<file path="src/bbht_pkg.sv">
// Shared types and constants for the bounded bucket hash table.
// Field widths, status and request codes, stored entry layout.
// No dependencies.
package bbht_pkg;

	localparam int KEY_W      = 31;
	localparam int VAL_W      = 64;
	localparam int CFG_W      = 9;
	localparam int STATUS_W   = 3;
	localparam int IN_TDATA_W = ((KEY_W + VAL_W + 7) / 8) * 8;
	localparam int OUT_TDATA_W = ((VAL_W + 7) / 8) * 8;

	typedef enum logic [STATUS_W-1:0] {
		ST_INSERTED  = 3'd0,
		ST_FOUND     = 3'd1,
		ST_NOT_FOUND = 3'd2,
		ST_FULL      = 3'd3,
		ST_DUPLICATE = 3'd4
	} status_t;

	typedef enum logic {
		REQ_INSERT = 1'b0,
		REQ_LOOKUP = 1'b1
	} req_t;

	typedef struct packed {
		logic [KEY_W-1:0] key;
		logic [VAL_W-1:0] value;
	} entry_t;

endpackage

</file>
<file path="src/bbht_mod_unit.sv">
// Iterative restoring remainder unit: key modulo bucket count, one bit a cycle.
// Depends on bbht_pkg for the key width.
module bbht_mod_unit #(
	parameter int DVW = 9
) (
	input  logic                      clk,
	input  logic                      arst_n,
	input  logic                      start,
	input  logic [bbht_pkg::KEY_W-1:0] dividend,
	input  logic [DVW-1:0]            divisor,
	output logic                      done,
	output logic [DVW-1:0]            remainder
);

	localparam int CNT_W = $clog2(bbht_pkg::KEY_W + 1);

	logic [bbht_pkg::KEY_W-1:0] quo_q;
	logic [DVW-1:0]             rem_q;
	logic [DVW-1:0]             dvs_q;
	logic [CNT_W-1:0]           cnt_q;
	logic                       busy_q;
	logic                       done_q;
	logic [DVW:0]               partial;
	logic [DVW:0]               trial;

	assign partial = {rem_q, quo_q[bbht_pkg::KEY_W-1]};
	assign trial   = partial - {1'b0, dvs_q};

	always_ff @(posedge clk or negedge arst_n) begin
		if (!arst_n) begin
			busy_q <= 1'b0;
			done_q <= 1'b0;
			cnt_q  <= '0;
		end else begin
			done_q <= 1'b0;
			if (start) begin
				busy_q <= 1'b1;
				cnt_q  <= CNT_W'(bbht_pkg::KEY_W);
			end else if (busy_q) begin
				cnt_q <= cnt_q - 1'b1;
				if (cnt_q == CNT_W'(1)) begin
					busy_q <= 1'b0;
					done_q <= 1'b1;
				end
			end
		end
	end

	// payload: shift the dividend in, subtract when it fits
	always_ff @(posedge clk) begin
		if (start) begin
			quo_q <= dividend;
			rem_q <= '0;
			dvs_q <= divisor;
		end else if (busy_q) begin
			quo_q <= {quo_q[bbht_pkg::KEY_W-2:0], 1'b0};
			rem_q <= trial[DVW] ? partial[DVW-1:0] : trial[DVW-1:0];
		end
	end

	assign done      = done_q;
	assign remainder = rem_q;

endmodule

</file>
<file path="config.mk">
export PLATFORM = sky130hd
export DESIGN_NAME = bbht_mod_unit
export DESIGN_NICKNAME = d
export VERILOG_FILES = /design/src/bbht_pkg.sv /design/src/bbht_mod_unit.sv
export SDC_FILE = /design/constraint.sdc
export NUM_CORES = 1
export LEC_CHECK = 0
export BUFFER_PORTS_ARGS = -buffer_cell sky130_fd_sc_hd__buf_2
export CAP_MARGIN = 10
export CORE_MARGIN = 1.5
export CORE_UTILIZATION = 30
export CTS_BUF_LIST = sky130_fd_sc_hd__clkbuf_8
export CTS_CLUSTER_DIAMETER = 40
export DETAILED_ROUTE_END_ITERATION = 7
export PLACE_DENSITY_LB_ADDON = 0.1
export SLEW_MARGIN = 20
export SYNTH_ARGS = -nofsm -noshare
export SYNTH_HDL_FRONTEND = slang
export SYNTH_SLANG_ARGS = --single-unit
</file>
<file path="constraint.sdc">
create_clock -name clk -period 3.8 [get_ports clk]
set_input_delay 0.76 -clock clk [delete_from_list [all_inputs] [get_ports clk]]
set_output_delay 0.76 -clock clk [all_outputs]
set_load 0.03 [all_outputs]
</file>
* Yosys cells after proc, flatten, opt, wreduce, memory -nomap -nowiden
Cells that the tools add are included.
** Storage, ports and cells
- Bits in registers :: 56
- Bits of input ports :: 43
- Logic and storage cells :: 21
** Cells by class
- Add/sub/neg operators :: 2
- Eq/ne operators :: 1
- Mux-type cells :: 11
- Reductions and logical operators :: 1
** Operator list (count)
- 31-bit two-way mux :: 2
- 5-bit two-way mux :: 2
- 10-bit by 9-bit subtractor with 10-bit output :: 1
- 9-bit two-way mux :: 1
- 1-bit two-way mux :: 6
- 5-bit by 1-bit == test with 1-bit output, second input constant :: 1
- 5-bit by 1-bit subtractor with 5-bit output, second input constant :: 1
- 2-bit nonzero test :: 1

* Depth between registers and ports, before layout
- Word-level depth :: 4
- Mapped depth :: 9

* Least setup slack after synthesis
OpenSTA, ideal clock, no wires.
- Path kind :: in2reg
- From :: in start
- To :: reg quo_q[0] in the netlist's numbering (enable)
- Library setup time :: 0.388 ns
- Data arrival time :: 1.835 ns
- Data required time :: 3.412 ns
- Slack :: 1.576 ns
- Stages :: 3
- Cell sequence :: clkbuf_1 -> clkinv_1 -> nand2_1
** Between the ends
- Longest elaborated chain between the ends :: 1
** Ends and longest elaborated chain
- from (decl) :: RTL line bbht_mod_unit.sv:8 : input logic start,
- 2-bit nonzero test (no source line)
- to (signal assigned) :: RTL line bbht_mod_unit.sv:52 : quo_q <= dividend;
- to (signal assigned) :: RTL line bbht_mod_unit.sv:56 : quo_q <= {quo_q[bbht_pkg::KEY_W-2:0], 1'b0};
- to (decl) :: RTL line bbht_mod_unit.sv:17 : logic [bbht_pkg::KEY_W-1:0] quo_q;
Every way passes these cells.
A chain may end at the register's enable or synchronous reset.

* Worst setup path in the final report
- From :: reg rem_q[5] (netlist: remainder[5])
- To :: reg rem_q[0] (netlist: remainder[0])
** Between the ends
- Longest elaborated chain between the ends :: 2
** Ends and longest elaborated chain
- from (decl) :: RTL line bbht_mod_unit.sv:18 : logic [DVW-1:0] rem_q;
- from (signal assigned) :: RTL line bbht_mod_unit.sv:57 : rem_q <= trial[DVW] ? partial[DVW-1:0] : trial[DVW-1:0];
- 10-bit by 9-bit subtractor with 10-bit output :: RTL line bbht_mod_unit.sv:27 : assign trial = partial - {1'b0, dvs_q};
- 9-bit two-way mux :: RTL line bbht_mod_unit.sv:57
Every way passes these cells.

==> flow_summary.toml <==
[run_status]
status = "finished clean"

[cells_and_area]
drive_above_1_share_pct = 35.07
finalNetCount = 342
fillCellCount = 940
fin_area_um2 = 3348
antenna_cells = 0
final_util_pct = 36.24
layoutNonFillerInstCount = 417
area_delta_synth_final_pct = 17.21

[clock_network]
cts_buffers = 5
cts_buffer_depth = 2
insertion_delay_ns = 0.31
cts_setup_buffers = 0
cts_root_buffer = "clkbuf_8"
cts_tree = "done"
cts_num_sinks = 56
cts-resized-gates = 0
cts_max_level = 2
clk_pin_slew_worst_paths_ns = 0.11
hold_buffers = 0

[yosys]
yosysSeqAreaShare_pct = 54.49
ys_types = 48
syn_nets = 290
ys.flop_type = "edfxtp_1"
yosys_warnings = 0
async_flop_share_pct = 12.50
syn_inst = 235
synth_common_cells = "40 x edfxtp_1, 30 x mux2_2, 16 x nor2_1, 14 x inv_1, 13 x nand2_1"
avgSynthCellArea_um2 = 12.16
synth_top_cell_by_area = "edfxtp_1"
synth_edf_count = 40
synth_top_area_share_pct = 42.05
ys_seq_elements = 56
yosysMostFrequentCell = "edfxtp_1"
synth_area_um2 = 2856
synthTopCellsByArea = "edfxtp_1 42%, mux2_2 12%, dfxtp_1 6.3%"

[timing]
grt_setup_unrepaired = "false"
finalHoldViolCount = 0
timing.final.crit_share_pct = 63.43
relSlewSlack_pct = 58.42
fin_crit_ns = 2.410
setup_violations = 0
fmax_mhz = 414.9
report.final.slew_viol_count = 0
finalSetupTns_ns = 0
worstMarginPinSlew_ns = 0.6237
finClkSkew_ns = 0.008729

[worst_setup_path]
cp.required_ns = 4.00
cpPeakStageDelay_ns = 0.39
reg2regPathDepth = 7
critPathMaxFanout = 7
path_cells = "ha_1 -> a211oi_2 -> nor3b_1 -> or2_0 -> nor3_2 -> nor2_1 -> o311a_1"
rr_startpoint = "remainder[5]"
reg2reg_to = "remainder[0]"
worstPathArrival_ns = 2.61
cp-start-kind = "flip-flop"
r2r_slack_ns = 1.39
critPathKind = "reg2reg"
endpoint_kind = "flip-flop"
crit_slowest_cell = "nor3_2"

[route]
wl_um = 5836
route.detailed.drc = 0
drtIter0Drc = 86
avgViaCountPerCell = 4.619
drtAntennaViolNets = 0
dr.pass1.iters = 4
vias = 1926
wire_per_inst_um = 14.00

[pwr]
power_leakage_uw = 0.001380
p_sw_share_pct = 36.56
power_density_nw_per_um2 = 547.7
p_int_uw = 1163
p_switching_uw = 670.4
peakVddDrop_mv = 0.2030
pwr-share-seq_pct = 44.2
combinationalPowerShare_pct = 37.5
clockPowerShare_pct = 18.3

[floorplanning]
io_pins = 53
coreArea_um2 = 9240
dieHeight_um = 100.6
initial_core_util_pct = 30.91
std_cell_rows = 35
die_x_um = 100.6
dieArea_um2 = 10120

[placement]
port_buffers = 52
dp_hpwl_um = 4049
place_inst = 409
gp_congestion = 0.7767
post_dp_cell_area_um2 = 3262

[grt]
grt_pass1_wl_um = 9722
track_usage_pct = 12.36
grt_pass1_vias = 1923
grt_max_degree = 50
grt_antenna_before_repair = 0
grt-ovfl-total = 0

[min_path]
hp-class = "in2async"

[flow_run]
max_cap_violations = 0
[power by group through the flow]
| stage | logic, µW | clock network (µW) | registers (µW) |
|---|---|---|---|
| after floorplan | 459 | 0 | 876 |
| after global placement | 693 | 0 | 827 |
| after detailed placement | 687 | 0 | 827 |
| after CTS | 690 | 356 | 813 |
| after global routing | 761 | 374 | 827 |
| final | 688 | 335 | 810 |
[worst max-delay path by stage]
stage | to | slack (ns) | cells after the start | start
global route | remainder[2] | 1.20 | 8 | dvs_q[1]
global placement | remainder[0] | 1.45 | 7 | remainder[5]
finish | remainder[0] | 1.39 | 7 | remainder[5]
detailed placement | remainder[0] | 1.41 | 8 | dvs_q[1]
floorplan | quo_q[0] | 1.58 | 3 | start
CTS | remainder[0] | 1.38 | 8 | dvs_q[1]
[cells by family after synthesis]
| family | Yosys count | share of synthesized area [%] |
|---|---|---|
| flops | 56 | 54.49 |
| fa+ha+maj | 12 | 5.519 |
| compound gates | 40 | 10.99 |
| xor+xnor | 9 | 2.760 |
| buf+inv | 25 | 3.329 |
| mux | 30 | 11.83 |
| simple gates | 63 | 11.08 |
[per-stage QoR]
| stage | setup slack [ns] | power, µW | hold WS, ns |
|---|---|---|---|
| 6_report | 1.390 | 1834 | 0.2562 |
| 5_1_grt | 1.199 | 1962 | 0.2482 |
| 4_1_cts | 1.385 | 1859 | 0.2524 |
| 3_5_place_dp | 1.412 | 1514 | 0.5104 |
| 3_3_place_gp | 1.447 | 1519 | 0.5119 |
| 2_1_floorplan | 1.576 | 1335 | 0.4644 |
[worst max-delay path, delay by kind of cell, from the launching register on]
family                   cells  cell delay [ns]
AND/OR/NAND/NOR              4             0.99
AO/OA/AOI/OAI                2             0.57
adder cells (fa/ha/maj)      1             0.38
flip-flops                   1             0.35
[layer usage]
| layer | wire [µm] | global-route usage (%) | vias up |
|---|---|---|---|
| li1 | - | - | 974 |
| met1 | 2904 | 17.76 | 918 |
| met2 | 2609 | 18.30 | 30 |
| met3 | 266 | 3.398 | 4 |
| met4 | 56 | 3.250 | 0 |
| met5 | 0 | 0 | - |
[state kept, by name, indices dropped and copies added (netlist names)]
name,cells
cnt_q,5
quo_q,31
dvs_q,9
remainder,9
done,1
busy_q,1
[layout make-up]
type	count	area (µm²)	share of cell area [%]
Tap cell	129	161.4	4.821
Sequential cell	56	1556	46.49
Timing Repair Buffer	55	282.8	8.445
Clock inverter	3	17.52	0.5232
Inverter	15	56.30	1.682
Multi-Input combinational cell	154	1205	35.99
Clock buffer	5	68.82	2.055
[cells in the final DEF (no fill, tap or decap), types with 2 or more instances in the layout]
master     synthesis  routed
o2111ai_1          2       2
mux2_2            30      30
o21a_1             2       2
and2_1             2       2
and3_1             3       3
nand3_1            7       7
dfrtp_1            7       7
clkbuf_8           0       5
nand2_1           13      13
a311oi_1           3       3
dfxtp_1            9       9
o21ai_0           11      11
xnor2_1            8       8
edfxtp_1          40      40
buf_2              1      52
nand4_1            4       4
nor2b_1            2       2
a21oi_1            5       5
buf_4              0       3
nor4_1             2       2
ha_1              11      11
inv_1             14      15
nor2_1            16      16
nor3_1             7       7
o311a_1            4       4
(Power assumes the default switching activity.)
